--- src/hw/rtl/kmds_pkg.sv ---
// ----------------------------------------------------------------------------
// kmds_pkg
// Shared types and constants for the key matrix debounce scanner.
// ----------------------------------------------------------------------------
package kmds_pkg;

  // Fixed storage and field sizes.
  localparam int KEY_STORE  = 64;
  localparam int LEVEL_BITS = 8;
  localparam int ADDR_W     = 6;
  localparam int CNT_W      = 8;
  localparam int DEB_W      = 7;
  localparam int ROW_W      = 3;
  localparam int COL_SEL_W  = 3;
  localparam int COL_W      = 4;
  localparam int IDX_W      = 8;
  localparam int CFG_ADDR_W = 3;
  localparam int CFG_DATA_W = 32;

  localparam logic [DEB_W-1:0] DEB_RESET = 7'd5;

  // Register index as seen in paddr[2].
  localparam logic REG_DEBOUNCE = 1'b0;

  // One row sample.
  typedef struct packed {
    logic [ROW_W-1:0]      row_index;
    logic [LEVEL_BITS-1:0] column_levels;
  } kmds_in_t;

  // One key event.
  typedef struct packed {
    logic [ADDR_W-1:0] key_index;
    logic              is_release;
    logic              last;
  } kmds_out_t;

  // Result of the shared counter unit for one key.
  typedef struct packed {
    logic [CNT_W-1:0] cnt_nxt;
    logic             wr;
    logic             evt;
    logic             is_release;
  } kmds_unit_t;

endpackage

--- src/hw/rtl/kmds_key_unit.sv ---
// ----------------------------------------------------------------------------
// kmds_key_unit
// Debounce counter update for one key: compares, reloads and decrements its counter.
// ----------------------------------------------------------------------------
module kmds_key_unit
  import kmds_pkg::*;
(
  input  logic [CNT_W-1:0] cnt,
  input  logic             high,
  input  logic [DEB_W-1:0] deb,
  output kmds_unit_t       res
);

  logic [CNT_W-1:0] deb_x;
  logic [CNT_W-1:0] deb_p1;
  logic [CNT_W-1:0] deb2;
  logic [CNT_W-1:0] cnt_dec;

  assign deb_x   = {1'b0, deb};
  assign deb_p1  = deb_x + CNT_W'(1);
  assign deb2    = {deb, 1'b0};
  assign cnt_dec = cnt - CNT_W'(1);

  // Press start, lockout countdown, hold, release and release countdown.
  always_comb begin
    res = '0;
    res.cnt_nxt = cnt;
    if ((cnt == '0) && !high) begin
      res.cnt_nxt = deb2;
      res.wr      = 1'b1;
      res.evt     = 1'b1;
    end else if (cnt > deb_p1) begin
      res.cnt_nxt = cnt_dec;
      res.wr      = 1'b1;
    end else if ((cnt == deb_p1) && high) begin
      res.cnt_nxt    = cnt_dec;
      res.wr         = 1'b1;
      res.evt        = 1'b1;
      res.is_release = 1'b1;
    end else if ((cnt != '0) && (cnt <= deb_x)) begin
      res.cnt_nxt = cnt_dec;
      res.wr      = 1'b1;
    end
  end

endmodule

--- src/hw/rtl/key_matrix_debounce_scanner.sv ---
// ----------------------------------------------------------------------------
// key_matrix_debounce_scanner
// Per-key debounce for a scanned key matrix, emitting press/release events.
// ----------------------------------------------------------------------------
// Each input request carries the column levels sampled while one row was
// driven. The block walks the columns of that row one per cycle through a
// single counter unit, reading and writing a 64-entry counter memory, then
// sends the press and release events of the row in column order, the final
// one marked with last. The walk covers min(COLS,8) columns; the events then
// go out one per cycle while the receiver keeps out_ready high. A row at or
// above ROWS is accepted without a scan and yields no events. in_ready is
// high only while the block is idle.
// If the receiver stalls, the output register holds its event and the block
// waits in its send phase; it returns to idle once the last event of the row
// is registered, even if that event has not yet been taken.
// Reset clears all key counters at once (per-entry valid bits) and sets
// debounce_ticks to 5; no clearing pass is needed.
// debounce_ticks sits at address 0 of the configuration port.
// ----------------------------------------------------------------------------
module key_matrix_debounce_scanner
  import kmds_pkg::*;
#(
  parameter int ROWS = 8,
  parameter int COLS = 8
) (
  input  logic                  clk,
  input  logic                  rst_n,
  input  logic                  in_valid,
  output logic                  in_ready,
  input  kmds_in_t              in_data,
  output logic                  out_valid,
  input  logic                  out_ready,
  output kmds_out_t             out_data,
  input  logic                  cfg_psel,
  input  logic                  cfg_penable,
  input  logic                  cfg_pwrite,
  input  logic [CFG_ADDR_W-1:0] cfg_paddr,
  input  logic [CFG_DATA_W-1:0] cfg_pwdata,
  output logic [CFG_DATA_W-1:0] cfg_prdata,
  output logic                  cfg_pready
);

  localparam int NCOLS = (COLS < LEVEL_BITS) ? COLS : LEVEL_BITS;

  typedef enum logic [2:0] {
    S_IDLE = 3'b001,
    S_SCAN = 3'b010,
    S_EMIT = 3'b100
  } state_t;

  state_t                state_r, state_nxt;
  logic [DEB_W-1:0]      deb_r;
  logic [LEVEL_BITS-1:0] levels_r, levels_nxt;
  logic [IDX_W-1:0]      base_r, base_nxt;
  logic [COL_W-1:0]      rd_col_r, rd_col_nxt;
  logic                  upd_vld_r, upd_vld_nxt;
  logic [COL_SEL_W-1:0]  upd_col_r, upd_col_nxt;
  logic [ADDR_W-1:0]     upd_addr_r, upd_addr_nxt;
  logic [LEVEL_BITS-1:0] ev_r, ev_nxt;
  logic [LEVEL_BITS-1:0] rel_r, rel_nxt;
  logic                  out_valid_r, out_valid_nxt;
  kmds_out_t             out_data_r, out_data_nxt;

  logic [CNT_W-1:0]      mem [KEY_STORE];
  logic [KEY_STORE-1:0]  vld_r;
  logic [CNT_W-1:0]      mem_q_r;
  logic                  vld_q_r;

  logic                  in_acc;
  logic                  cfg_wr;
  logic [IDX_W-1:0]      rd_idx;
  logic                  rd_en;
  logic [CNT_W-1:0]      cur_cnt;
  kmds_unit_t            unit_res;
  logic                  mem_we;
  logic [LEVEL_BITS-1:0] pick_oh;
  logic [COL_SEL_W-1:0]  pick_col;
  logic                  pick_found;
  logic [IDX_W-1:0]      emit_idx;

  assign in_ready   = (state_r == S_IDLE);
  assign in_acc     = in_valid && in_ready;
  assign out_valid  = out_valid_r;
  assign out_data   = out_data_r;
  assign cfg_pready = 1'b1;

  // Configuration register write and readback.
  assign cfg_wr = cfg_psel && cfg_penable && cfg_pwrite && (cfg_paddr[2] == REG_DEBOUNCE);

  always_comb begin
    cfg_prdata = '0;
    if (cfg_paddr[2] == REG_DEBOUNCE) begin
      cfg_prdata = CFG_DATA_W'(deb_r);
    end
  end

  // Read side: address of the column being fetched this cycle.
  assign rd_idx = base_r + IDX_W'(rd_col_r);
  assign rd_en  = (state_r == S_SCAN) && (rd_col_r < COL_W'(NCOLS))
                  && (rd_idx < IDX_W'(KEY_STORE));

  // Counter value of the key fetched last cycle; never-written keys read zero.
  assign cur_cnt = vld_q_r ? mem_q_r : '0;

  kmds_key_unit u_unit (
    .cnt  (cur_cnt),
    .high (levels_r[upd_col_r]),
    .deb  (deb_r),
    .res  (unit_res)
  );

  assign mem_we = upd_vld_r && unit_res.wr;

  // Lowest pending event of the row.
  always_comb begin
    pick_oh    = '0;
    pick_col   = '0;
    pick_found = 1'b0;
    for (int i = 0; i < LEVEL_BITS; i++) begin
      if (ev_r[i] && !pick_found) begin
        pick_found = 1'b1;
        pick_oh[i] = 1'b1;
        pick_col   = COL_SEL_W'(i);
      end
    end
  end

  assign emit_idx = base_r + IDX_W'(pick_col);

  // Sequencer: accept, column walk, event send.
  always_comb begin
    state_nxt     = state_r;
    levels_nxt    = levels_r;
    base_nxt      = base_r;
    rd_col_nxt    = rd_col_r;
    upd_vld_nxt   = 1'b0;
    upd_col_nxt   = upd_col_r;
    upd_addr_nxt  = upd_addr_r;
    ev_nxt        = ev_r;
    rel_nxt       = rel_r;
    out_valid_nxt = out_valid_r && !out_ready;
    out_data_nxt  = out_data_r;
    unique case (state_r)
      S_IDLE: begin
        if (in_acc && (32'(in_data.row_index) < ROWS)) begin
          state_nxt  = S_SCAN;
          levels_nxt = in_data.column_levels;
          base_nxt   = IDX_W'(in_data.row_index) * IDX_W'(COLS);
          rd_col_nxt = '0;
          ev_nxt     = '0;
          rel_nxt    = '0;
        end
      end
      S_SCAN: begin
        if (rd_col_r < COL_W'(NCOLS)) begin
          rd_col_nxt   = rd_col_r + COL_W'(1);
          upd_vld_nxt  = rd_en;
          upd_col_nxt  = rd_col_r[COL_SEL_W-1:0];
          upd_addr_nxt = rd_idx[ADDR_W-1:0];
        end else if (!upd_vld_r) begin
          state_nxt = S_EMIT;
        end
        if (upd_vld_r) begin
          ev_nxt[upd_col_r]  = unit_res.evt;
          rel_nxt[upd_col_r] = unit_res.is_release;
        end
      end
      S_EMIT: begin
        if (!pick_found) begin
          state_nxt = S_IDLE;
        end else if (!out_valid_r || out_ready) begin
          out_valid_nxt           = 1'b1;
          out_data_nxt.key_index  = emit_idx[ADDR_W-1:0];
          out_data_nxt.is_release = |(rel_r & pick_oh);
          out_data_nxt.last       = ((ev_r & ~pick_oh) == '0);
          ev_nxt                  = ev_r & ~pick_oh;
          if ((ev_r & ~pick_oh) == '0) begin
            state_nxt = S_IDLE;
          end
        end
      end
      default: begin
        state_nxt = S_IDLE;
      end
    endcase
  end

  // Control registers.
  always_ff @(posedge clk) begin
    if (!rst_n) begin
      state_r     <= S_IDLE;
      deb_r       <= DEB_RESET;
      rd_col_r    <= '0;
      upd_vld_r   <= 1'b0;
      ev_r        <= '0;
      out_valid_r <= 1'b0;
      vld_r       <= '0;
    end else begin
      state_r     <= state_nxt;
      rd_col_r    <= rd_col_nxt;
      upd_vld_r   <= upd_vld_nxt;
      ev_r        <= ev_nxt;
      out_valid_r <= out_valid_nxt;
      if (cfg_wr) begin
        deb_r <= cfg_pwdata[DEB_W-1:0];
      end
      if (mem_we) begin
        vld_r[upd_addr_r] <= 1'b1;
      end
    end
  end

  // Payload registers.
  always_ff @(posedge clk) begin
    levels_r   <= levels_nxt;
    base_r     <= base_nxt;
    upd_col_r  <= upd_col_nxt;
    upd_addr_r <= upd_addr_nxt;
    rel_r      <= rel_nxt;
    out_data_r <= out_data_nxt;
  end

  // Counter memory: one write and one registered read per cycle.
  always_ff @(posedge clk) begin
    if (mem_we) begin
      mem[upd_addr_r] <= unit_res.cnt_nxt;
    end
    if (rd_en) begin
      mem_q_r <= mem[rd_idx[ADDR_W-1:0]];
      vld_q_r <= vld_r[rd_idx[ADDR_W-1:0]];
    end
  end

endmodule
--- config.mk ---
export PLATFORM = sky130hd
export DESIGN_NAME = key_matrix_debounce_scanner
export DESIGN_NICKNAME = d
export VERILOG_FILES = /design/src/hw/rtl/kmds_pkg.sv /design/src/hw/rtl/kmds_key_unit.sv /design/src/hw/rtl/key_matrix_debounce_scanner.sv
export SDC_FILE = /design/constraint.sdc
export NUM_CORES = 1
export LEC_CHECK = 0
export ABC_CLOCK_PERIOD_IN_PS = 6900
export BUFFER_PORTS_ARGS = -buffer_cell sky130_fd_sc_hd__buf_2
export CORE_ASPECT_RATIO = 0.6
export CORE_MARGIN = 4
export CORE_UTILIZATION = 39
export CTS_BUF_LIST = sky130_fd_sc_hd__clkbuf_8
export CTS_CLUSTER_SIZE = 40
export DETAILED_ROUTE_END_ITERATION = 10
export GPL_TIMING_DRIVEN = 1
export SYNTH_ARGS = -nofsm -noshare
export SYNTH_HDL_FRONTEND = slang
export SYNTH_SLANG_ARGS = --single-unit
--- constraint.sdc ---
create_clock -name clk -period 6.9 [get_ports clk]
set_input_delay 1.035 -clock clk [delete_from_list [all_inputs] [get_ports clk]]
set_output_delay 1.035 -clock clk [all_outputs]
set_load 0.01 [all_outputs]
== Yosys cells after proc, flatten, opt, wreduce, memory -nomap -nowiden ==
Memories as Yosys holds them, arrays and structs flattened. A register that Yosys moved wholly into a read port is not among the register bits.
Cells that the tools add are included.
Word-level totals
  flip-flop bits (word level): 125
  RAM bits: 512
  input port bits: 53
  word-level logic and storage cells: 157
  memories kept: 1
Operators by class
  $add $sub $neg: 5
  order comparisons: 9
  equal/unequal tests: 13
  muxes and demuxes: 63
  bitwise operators: 5
  reductions and logical operators: 45
Memories
  mem: depth 64, bits a word 8, rd ports 1, clocked after Yosys merged registers in 1, write ports 1, line key_matrix_debounce_scanner.sv:64  | logic [CNT_W-1:0] mem [KEY_STORE];
Operator list (number)
  $or A64 B64 Y64: 1
  $mux W8: 6
  $mux W3: 12
  $mux W9: 3
  $mux W1: 26
  $pmux W8 S3: 1
  $logic_and A1 B1 Y1: 20
  $and A8 B8 Y8: 2
  $bwmux W8: 2
  $logic_not A8 Y1: 2
  $pmux W8 S2: 1
  $lt A6 B7 Y1 const B: 2
  $reduce_and A3 Y1: 4
  $logic_not A1 Y1: 10
  $mux W10: 1
  $ne A2 B2 Y1 const B: 5
  $reduce_and A5 Y1: 2
  $pmux W3 S3: 1
  $add A7 B1 Y8 const B: 1
  $eq A8 B8 Y1: 1
  $gt A8 B8 Y1: 1
  $le A8 B7 Y1: 1
  $mux W4: 2
  $not A8 Y8: 1
  28 further kinds: 32

== Depth between registers and ports, before layout ==
Gate-level depths: netlist of the first run.
  depth in word-level cells: 29
  gate-level depth with buffers: 15
  depth with buffers taken out: 12

== Modules after synthesis ==
Synthesis of the first run repeated with hierarchy kept, for this count alone.
Unflattened totals
  cells, all modules: 1555
  area, all modules: 26195.1 um^2
By module, submodules not included
  key_matrix_debounce_scanner: instances 1, cells each 1445, area each 25376.8 um^2
  kmds_key_unit: instances 1, cells each 110, area each 818.3 um^2

== Worst setup path before layout of the first run ==
OpenSTA, ideal clock, no wires.
  kind: flip-flop to flip-flop
  from: reg deb_r[2]
  to: mem mem[0][6], data pin
  library setup time: 768 ps
  arrival time: 5458 ps
  required time: 6132 ps
  setup slack: 675 ps
  stages on the path, launching flop included: 13
  path buffers: 0
  clock period less this slack: 6225 ps
  path through: dfxtp_1 inv_1 nor3_1 nand3_1 xnor2_1 ha_1 nand4_1 or3_4 nor2b_1 a221oi_4 nand2_2 a32o_1 a311oi_1
RTL lines
  start, declared: line key_matrix_debounce_scanner.sv:52  | logic [DEB_W-1:0] deb_r;
  start signal, assigned: line key_matrix_debounce_scanner.sv:205  | deb_r <= cfg_pwdata[DEB_W-1:0];
  end, declared: line key_matrix_debounce_scanner.sv:64

== Final worst setup path of the first run ==
  from: reg deb_r[2]
  to: mem mem[39][2], enable pin
Between the ends
  cells in the longest elaborated chain, start to end: 9
  elaborated cells between the ends (all ways): 13
RTL lines
  parallel branches: the longest is 4 deep, another holds $add A7 B1 Y8
  $mux W9 (*): line kmds_key_unit.sv:32  | end else if (cnt > deb_p1) begin
  $mux W10 (*): line kmds_key_unit.sv:28  | if ((cnt == '0) && !high) begin
  $logic_and A1 B1 Y1 (*): line key_matrix_debounce_scanner.sv:112  | assign mem_we = upd_vld_r && unit_res.wr;
  $mux W1 (*): line key_matrix_debounce_scanner.sv:225  | if (mem_we) begin
  $mux W1 (implied by the code) (*): line key_matrix_debounce_scanner.sv:226  | mem[upd_addr_r] <= unit_res.cnt_nxt;
Mark *: on every way between the ends.

==> metrics.yaml, run 1 <==
status: "finished, final reports clean"
min_period_ns: 5.20
grt_pass1_vias: 13800
ir_drop_mv: 0.143
cts_buffers: 90
worstMarginPinSlew_ns: 1.22
critPathLaunchType: "flip-flop"
cts-root-buf: "clkbuf_8"
gp_congestion: 0.803
synth.cell_area_um2: 26500
tns_ns: 0
dpl_cell_area_um2: 27600
final-setup-viol-count: 0
final_common_cell: "edfxtp_1"
synth-compound-area-share: 0.0433
boundaryPins: 96
drtPass1Iterations: 7
antenna_found_initial: 1
synthAdderAreaFrac: 0.00983
worstSetupEndpointType: "flip-flop"
initial_core_util: 0.397
synthSimpleGateAreaFrac: 0.0577
worstHoldPathType: "reg2reg"
htreeDepth: 3
rsz0062_at_grt: "false"
maxCapViolations: 0
synth_edf_count: 554
grt_use_total: 0.174
syn_inst: 1515
yosysSeqAreaShare: 0.695
p_per_area_nw_per_um2: 253
finalClockSkew_ns: 0.0444
die_area_um2: 72200
slew_headroom: 0.179
cts_max_path_buffers: 3
finalHoldViolCount: 0
final_nets: 1651
cp.arrival_ns: 5.49
hpwl_um: 39000
hold_buffers: 0
die_h_um: 210
layout-drive-gt1-share: 0.252
layout_common_cells: "554 x edfxtp_1, 180 x mux4_2, 104 x nand2_1, 100 x clkbuf_8, 96 x nor2_1"
via_count: 14200
pre_cts_slack_ns: 1.78
tritoncts: "yes"
clkTransAtPathRegs_ns: 0.07
postCtsSetupBuffers: 0
via_per_inst: 5.55
wl_per_cell_um: 24.6
synth_top_family_by_area: "multiplexers"
yosysWarnings: 0
ys.flop_type: "edfxtp_1"
worstSkewPairLatency_ns: 0.69
grt-ovfl-total: 0
post-route-cell-area_um2: 29300
cts.sinks: 642
wl_um: 62800
finalMaxSlewViolations: 0
synth-async-reset-ratio: 0
drt-initial-drc-count: 1588
synth_xor_area_frac: 0.00331
area_growth_pct: 10.8
crit_required_ns: 7.19
drc: 0
postSynthAreaPerCell_um2: 17.5
grt_pass1_wl_um: 92800
critPathKind: "reg2reg"
grt_max_degree: 93
rows: 73
critPathMaxFanout: 16
worst_slack_ns: 1.70
place.port_buffers: 42
diodes: 0
fmax_ghz: 0.192
holdWs_ns: 0.452
yosys_register_bits: 642
route.antenna.remaining_nets: 0
synth_cell_types: 76
die_x_um: 344
cts_resized: 0
fin_crit_sh: 0.754
p_leak_nw: 9.18
synthMuxAreaShare: 0.163
core_um2: 66700
-- power breakdown --
part	total [mW]	internal [mW]	switching (mW)
Combinational	0.236	0.0672	0.169
Sequential	4.24	4.23	0.0108
Clock	2.94	1.49	1.45
-- layer usage --
layer / routed length [µm] / global-route usage / vias to the layer above
li1: - / - / 6076
met1: 29900 / 0.281 / 7399
met2: 25500 / 0.227 / 612
met3: 6430 / 0.0559 / 86
met4: 980 / 0.0376 / 0
met5: 0 / 0 / -
-- worst paths after layout --
| check | start | endpoint | slack (ns) | cells after the start |
|---|---|---|---|---|
| max | deb_r[2] | mem[39][2] | 1.70 | 12 |
| max reg2reg | deb_r[2] | mem[39][2] | 1.70 | 12 |
| min reg2reg | vld_r[25] | vld_r[25] | 0.45 | 2 |
| min | vld_r[25] | vld_r[25] | 0.45 | 2 |
-- final cells by class --
| type | count | area (µm²) |
|---|---|---|
| Inverter | 21 | 78.8 |
| Tap cell | 900 | 1130 |
| Sequential cell | 642 | 18400 |
| Fill cell | 5846 | 37400 |
| Clock buffer | 100 | 1380 |
| Multi-Input combinational cell | 757 | 7520 |
| Clock inverter | 66 | 395 |
| Timing Repair Buffer | 66 | 415 |
-- critical path, cell delays in order (launching register included) --
cell and delay [ns]:
dfxtp_1 0.37, inv_1 0.13, nor3_1 0.43, nand3_1 0.15, xnor2_1 0.15, ha_1 0.31
nand4_1 0.12, or3_4 0.45, o21ba_2 0.41, a221oi_4 0.09, o21ai_4 0.25, nand3_1 0.89
nor2_1 1.04
-- through the flow --
step	instances	utilization	total power [mW]
global placement	2386	0.413	4.55
finish	2552	0.440	7.41
detailed placement	2386	0.413	4.56
floorplan	1539	-	4.48
global route	2552	0.440	7.69
CTS	2552	0.440	7.49
-- synth_stat cells (all sizes together), types with 2 or more instances --
cell	n	area, µm²
clkbuf	43	163
nor4	5	31.3
inv	21	78.8
and2	6	38.8
nand3	26	173
nand2b	5	33.8
nand4	3	18.8
o31ai	2	28.8
mux4	180	4050
or3b	2	17.5
ha	20	250
conb	2	7.51
nand4b	2	17.5
buf	76	492
nor2b	23	144
a311oi	2	17.5
a2111oi	3	32.5
and4	8	70.1
nand2	105	397
or3	5	36.3
nand3b	3	22.5
and3	4	25.0
nor2	96	360
dfxtp	88	1760
mux2	2	22.5
edfxtp	554	16600
xor2	3	26.3
a211oi	11	82.6
nor3	11	60.1
xnor2	7	61.3
nor3b	5	37.5
or2	3	18.8
o21a	8	60.1
o21ai	87	488
mux2i	23	230
or4	2	18.8
o22ai	5	31.3
a21oi	38	190
a21boi	8	60.1
-- logic make-up (layout without fill, tap and decap cells) --
family,count (synthesis),after routing
fa+ha+maj,21,21
xor+xnor,10,10
compound gates,180,180
mux,205,205
simple gates,315,315
flops,642,642
buf+inv,140,253
other cells,2,26
-- state kept, by name, indices dropped and copies added, names as in the netlist, 7 cells and up --
signal	cells
levels_r	8
rel_r	8
mem_q_r	8
out_data	8
deb_r	7
mem	512
ev_r	8
vld_r	64
Power figures use the tool's default switching activity.
==> inputs of run 2 (changes only) <==
--- a/config.mk
+++ b/config.mk
@@ -5,7 +5,8 @@
 export SDC_FILE = /design/constraint.sdc
 export NUM_CORES = 1
 export LEC_CHECK = 0
-export ABC_CLOCK_PERIOD_IN_PS = 6900
+export ABC_AREA = 1
+export ABC_CLOCK_PERIOD_IN_PS = 5400
 export BUFFER_PORTS_ARGS = -buffer_cell sky130_fd_sc_hd__buf_2
 export CORE_ASPECT_RATIO = 0.6
 export CORE_MARGIN = 4
==> constraint.sdc (replaced) <==
create_clock -name clk -period 5.4 [get_ports clk]
set_input_delay 0.81 -clock clk [delete_from_list [all_inputs] [get_ports clk]]
set_output_delay 0.81 -clock clk [all_outputs]
set_load 0.01 [all_outputs]
==> run 2 against run 1 <==
Against the previous run: critical path type unchanged; largest cell class unchanged; cell count up 41%; sequential power is 32% higher; count of clock-buffer cells in the layout up 3; non-clock buffer count increased by 9.
==> metrics.yaml, run 2 <==
status: "finished, final reports clean"
diodes: 0
ir_drop_mv: 0.291
grt_use_total: 0.192
crit_required_ns: 5.72
yosysSeqAreaShare: 0.662
swShare: 0.277
wl_per_cell_um: 20.6
finalMaxSlewViolations: 0
fin_crit_sh: 0.793
critPathLaunchType: "flip-flop"
cp.arrival_ns: 4.61
wl_um: 74400
die_area_um2: 75800
crit_chain: "inv_1 -> nor3_1 -> nand3_1 -> nor2_1 -> nand2_1 -> ha_1 -> nand2_1 -> nor2_1 -> nand4_1 -> inv_1 -> nand2_2 -> nand4_4 -> buf_4 -> nand3_2 -> inv_1"
synth.cell_area_um2: 27800
multiInputGateArea_um2: 7760
drtPass1Iterations: 6
maxCapViolations: 0
via_per_inst: 5.40
slew_headroom: 0.191
cts_buffers: 89
clkTransAtPathRegs_ns: 0.07
synth_top_cells_by_count: "554 x edfxtp_1, 361 x nor2_1, 350 x nand2_1"
synth_cell_types: 42
finalClockSkew_ns: 0.0393
regMostFlops: "mem"
final-setup-viol-count: 0
via_count: 19500
p_leak_nw: 11.3
seqPwrFrac: 0.516
gp_congestion: 0.876
rsz0062_at_grt: "false"
layout_common_cells: "554 x edfxtp_1, 361 x nor2_1, 343 x nand2_1, 316 x o21ai_0, 235 x inv_1"
cp_common_cell: "inv_1"
drc: 0
cts_max_path_buffers: 3
route.antenna.remaining_nets: 0
postCtsSetupBuffers: 0
synth_edf_count: 554
final_nets: 2681
grt-ovfl-total: 0
hold_buffers: 0
crit_slowest_cell: "nand4_4"
power_mw: 10.8
worstSkewPairLatency_ns: 0.68
fmax_ghz: 0.233
synth_top_area_cell: "edfxtp_1"
worstMarginPinSlew_ns: 1.21
synth-async-reset-ratio: 0
ys.flop_type: "edfxtp_1"
cts_resized: 0
yosysMostFrequentCell: "edfxtp_1"
boundaryPins: 96
grt_pass1_vias: 18800
finalHoldViolCount: 0
syn_inst: 2599
initial_core_util: 0.396
yosys-top-cells-area: "edfxtp_1 60%, dfxtp_1 6.3%, o21ai_0 5.7%"
synth_top_cell_area_share: 0.598
ff_latch_area_um2: 18400
layout-drive-gt1-share: 0.106
htreeDepth: 3
cpPeakStageDelay_ns: 0.74
min_period_ns: 4.28
pwr-share-comb: 0.129
tritoncts: "yes"
fillerInstances: 6520
critPathKind: "reg2reg"
grt_max_degree: 139
cts.sinks: 642
holdWs_ns: 0.299
area_growth_pct: 9.40
tns_ns: 0
final_common_cell: "edfxtp_1"
worstHoldPathType: "in2reg"
cts-root-buf: "clkbuf_8"
drt-initial-drc-count: 2160
critPathMaxFanout: 42
grt_pass1_wl_um: 113000
yosys_register_bits: 642
antenna_found_initial: 3
core_um2: 70300
die_h_um: 215
worstSetupEndpointType: "flip-flop"
place.port_buffers: 42
largest_reg_flops: 512
hpwl_um: 44600
rows: 75
p_per_area_nw_per_um2: 355
reg_top3: "mem: 512 flops, vld_r: 64 flops"
die_x_um: 353
power_switching_mw: 2.99
clkPwrFrac: 0.354
p_int_mw: 7.81
postSynthAreaPerCell_um2: 10.7
yosysWarnings: 0
[run 2: layout make-up]
cell class	instances	share of cell area
timing repair buffer	75	0.0159
clock inverter	64	0.0125
inverter	212	0.0265
multi-input combinational	1588	0.255
sequential	642	0.605
tap	924	0.0380
clock buffer	103	0.0466
[run 2: path summary, 6_finish.rpt]
path               from          end  slack (ns)  cells past startpoint
min reg2reg   vld_r[22]    vld_r[22]        0.46                      2
max reg2reg    deb_r[2]   mem[30][1]        1.12                     15
min          in_data[6]  levels_r[6]        0.30                      1
max            deb_r[2]   mem[30][1]        1.12                     15
[run 2: worst max-delay path, delay by kind of cell (launching register included)]
kind | cells | cell delay, ns
and+or+nand+nor | 10 | 2.27
adders and majority gates | 1 | 0.28
buffers and inverters | 4 | 0.94
DFF | 1 | 0.39
[run 2: cells by family after synthesis]
| family | Yosys count | synth area share |
|---|---|---|
| AND/OR/NAND/NOR | 914 | 0.145 |
| flip-flops | 642 | 0.662 |
| other | 2 | 0.000270 |
| buffers and inverters | 393 | 0.0634 |
| AO/OA/AOI/OAI | 622 | 0.119 |
| XOR/XNOR | 6 | 0.00189 |
| adder cells (fa/ha/maj) | 20 | 0.00900 |
[run 2: through the flow]
step | util | area (µm²) | instances | setup slack [ns]
after floorplan | - | 27900 | 2623 | 0.978
after global placement | 0.407 | 28600 | 3441 | 1.25
after detailed placement | 0.407 | 28600 | 3441 | 1.16
after CTS | 0.433 | 30400 | 3608 | 1.16
after global routing | 0.433 | 30400 | 3608 | 0.888
final | 0.433 | 30400 | 3608 | 1.12
[run 2: power by group through the flow]
stage / logic, mW / clock network, mW / registers (mW)
global placement: 1.34 / 0 / 5.68
floorplan: 0.960 / 0 / 5.65
global route: 1.54 / 4.14 / 5.58
detailed placement: 1.37 / 0 / 5.69
CTS: 1.38 / 3.90 / 5.58
finish: 1.40 / 3.83 / 5.58
[run 2: per-layer routing]
| layer | routed length, µm | vias to the layer above | GRT usage | part of all wire |
|---|---|---|---|---|
| li1 | - | 9037 | - | - |
| met1 | 34300 | 9504 | 0.286 | 0.46 |
| met2 | 30500 | 801 | 0.269 | 0.41 |
| met3 | 8070 | 128 | 0.0623 | 0.11 |
| met4 | 1570 | 4 | 0.0515 | 0.021 |
| met5 | 26 | - | 0 | 0.00035 |
==> inputs of run 3 (changes only) <==
--- a/config.mk
+++ b/config.mk
@@ -5,8 +5,8 @@
 export SDC_FILE = /design/constraint.sdc
 export NUM_CORES = 1
 export LEC_CHECK = 0
-export ABC_AREA = 1
-export ABC_CLOCK_PERIOD_IN_PS = 5400
+export ABC_AREA = 0
+export ABC_CLOCK_PERIOD_IN_PS = 4100
 export BUFFER_PORTS_ARGS = -buffer_cell sky130_fd_sc_hd__buf_2
 export CORE_ASPECT_RATIO = 0.6
 export CORE_MARGIN = 4
==> constraint.sdc (replaced) <==
create_clock -name clk -period 4.1 [get_ports clk]
set_input_delay 0.615 -clock clk [delete_from_list [all_inputs] [get_ports clk]]
set_output_delay 0.615 -clock clk [all_outputs]
set_load 0.01 [all_outputs]
==> run 3 against run 2 <==
Against the previous run: first-iteration DRC count fell by 27%; via count fell by 27%; non-clock buffer count rose by 58; sequential power rose by 28%; combinational power fell by 69%; cell count fell by 27%; worst hold slack got worse by 0.17 ns; utilization rose by 1.7 points; highest routed layer is now met4.
==> metrics.yaml, run 3 (synthesis results as in run 1) <==
wl_um: 65000
post-route-cell-area_um2: 30000
grt_use_total: 0.181
fin_crit_sh: 0.951
fmax_ghz: 0.256
layout-drive-gt1-share: 0.288
tritoncts: "yes"
ff2ff_setup_slack_ns: 0.20
slew_headroom: 0.285
met2_length_um: 26600
initial_core_util: 0.397
cp.arrival_ns: 4.23
crit_required_ns: 4.43
rr_startpoint: "deb_r[1]"
critPathKind: "reg2reg"
largest_reg_flops: 512
met3_length_um: 6350
drtPass1Iterations: 5
hp-start: "in_data[0]"
grt_pass1_wl_um: 95700
finalClockSkew_ns: 0.0380
die_x_um: 344
ir_drop_mv: 0.223
cts-root-buf: "clkbuf_8"
worstHoldPathType: "in2reg"
clkPwrFrac: 0.385
rows: 73
route.antenna.remaining_nets: 0
worstSkewPairLatency_ns: 0.68
layout_common_cells: "554 x edfxtp_1, 180 x mux4_2, 104 x nand2_1, 103 x clkbuf_8, 88 x nor2_1"
drt-initial-drc-count: 1573
regMostFlops: "mem"
cts.sinks: 642
power_switching_mw: 2.74
wl_per_cell_um: 24.7
grt_max_degree: 65
reg_top3: "mem: 512 flops, vld_r: 64 flops"
final-setup-viol-count: 0
cts_max_path_buffers: 3
holdWs_ns: 0.129
pwr-share-comb: 0.035
die_h_um: 210
wl_met1_um: 31000
seqPwrFrac: 0.580
dpl_cell_area_um2: 28300
maxCapViolations: 0
worstMarginPinSlew_ns: 1.07
finalMaxSlewViolations: 0
hpwl_um: 41500
status: "finished, final reports clean"
rsz0062_at_grt: "true"
area_growth_pct: 13.3
p_per_area_nw_per_um2: 410
drc: 0
p_leak_nw: 9.62
finalHoldViolCount: 0
cts_buffers: 92
min_period_ns: 3.90
gp_congestion: 0.817
grt_pass1_vias: 14200
reg2reg_depth: 13
place.port_buffers: 42
critPathMaxFanout: 64
boundaryPins: 96
worstSetupEndpointType: "flip-flop"
critPathLaunchType: "flip-flop"
die_area_um2: 72200
antenna_found_initial: 3
highest_layer: "met4"
fillerInstances: 5744
final_common_cell: "edfxtp_1"
swShare: 0.223
core_um2: 66700
final_nets: 1720
via_per_inst: 5.44
hold_buffers: 0
p_int_mw: 9.56
tns_ns: 0
clkTransAtPathRegs_ns: 0.06
grt-ovfl-total: 0
startpoint: "deb_r[1]"
via_count: 14300
hold_depth: 1
postCtsSetupBuffers: 0
htreeDepth: 3
fin_util: 0.450
[run 3: changes by cell type in the layout (fill, tap and decap cells not counted), moves of 43 or more]
| cell | delta |
|---|---|
| nor2_1 | -273 |
| a21oi_1 | -109 |
| mux4_2 | +180 |
| o22ai_1 | -124 |
| buf_4 | +43 |
| nand3_2 | -49 |
| nand2_1 | -239 |
| inv_1 | -173 |
| nand3_1 | -100 |
| o21ai_0 | -245 |
[run 3: per-layer routing]
metal  vias to the layer above  track usage
li1                       6227            -
met1                      7462        0.285
met2                       504        0.242
met3                        86       0.0607
met4                         0       0.0393
met5                         -            0
[run 3: path summary, 6_finish.rpt]
path,endpoint
hold / removal,levels_r[0]
setup / recovery,mem[58][3]
setup reg to reg,mem[58][3]
hold reg to reg,vld_r[15]
[run 3: critical path: stages (launching register included)]
cell,delay [ns]
dfxtp_1,0.35
inv_1,0.11
nor3_2,0.27
buf_4,0.16
nand3_1,0.08
ha_1,0.32
nand4_1,0.14
or3_4,0.44
nor2b_1,0.17
a221oi_4,0.38
nand2_2,0.21
and4_1,0.22
or3_2,0.44
buf_12,0.19
[run 3: final cells by class]
| type | count | area, µm² | share of cell area |
|---|---|---|---|
| inverters | 21 | 78.8 | 0.00263 |
| flip-flops and latches | 642 | 18400 | 0.614 |
| well taps | 900 | 1130 | 0.0375 |
| clock inverters | 69 | 299 | 0.00997 |
| clock buffers | 103 | 1420 | 0.0473 |
| repair buffers | 133 | 1110 | 0.0369 |
| multi-input cells | 757 | 7550 | 0.252 |
| diodes | 2 | 5.00 | 0.000167 |
[run 3: power groups by stage]
stage | clock [mW] | combinational (mW) | sequential (mW)
final | 4.74 | 0.435 | 7.13
after global routing | 5.20 | 0.468 | 7.13
after CTS | 4.87 | 0.437 | 7.13
after detailed placement | 0 | 0.437 | 7.27
after global placement | 0 | 0.423 | 7.27
after floorplan | 0 | 0.262 | 7.27
[run 3: metrics by stage]
stage          total power [mW]  cells  worst slack, ns
2_1_floorplan              7.53   1539          0.00692
3_3_place_gp               7.69   2453            0.264
3_5_place_dp               7.71   2453            0.174
4_1_cts                    12.4   2625            0.169
5_1_grt                    12.8   2625          -0.0375
6_report                   12.3   2627            0.201
[run 3: timing repair]
item                                    in CTS  in global routing
gates resized for setup                      0                  8
hold endpoints to repair                     0                  0
endpoints found under the setup margin       0                 86
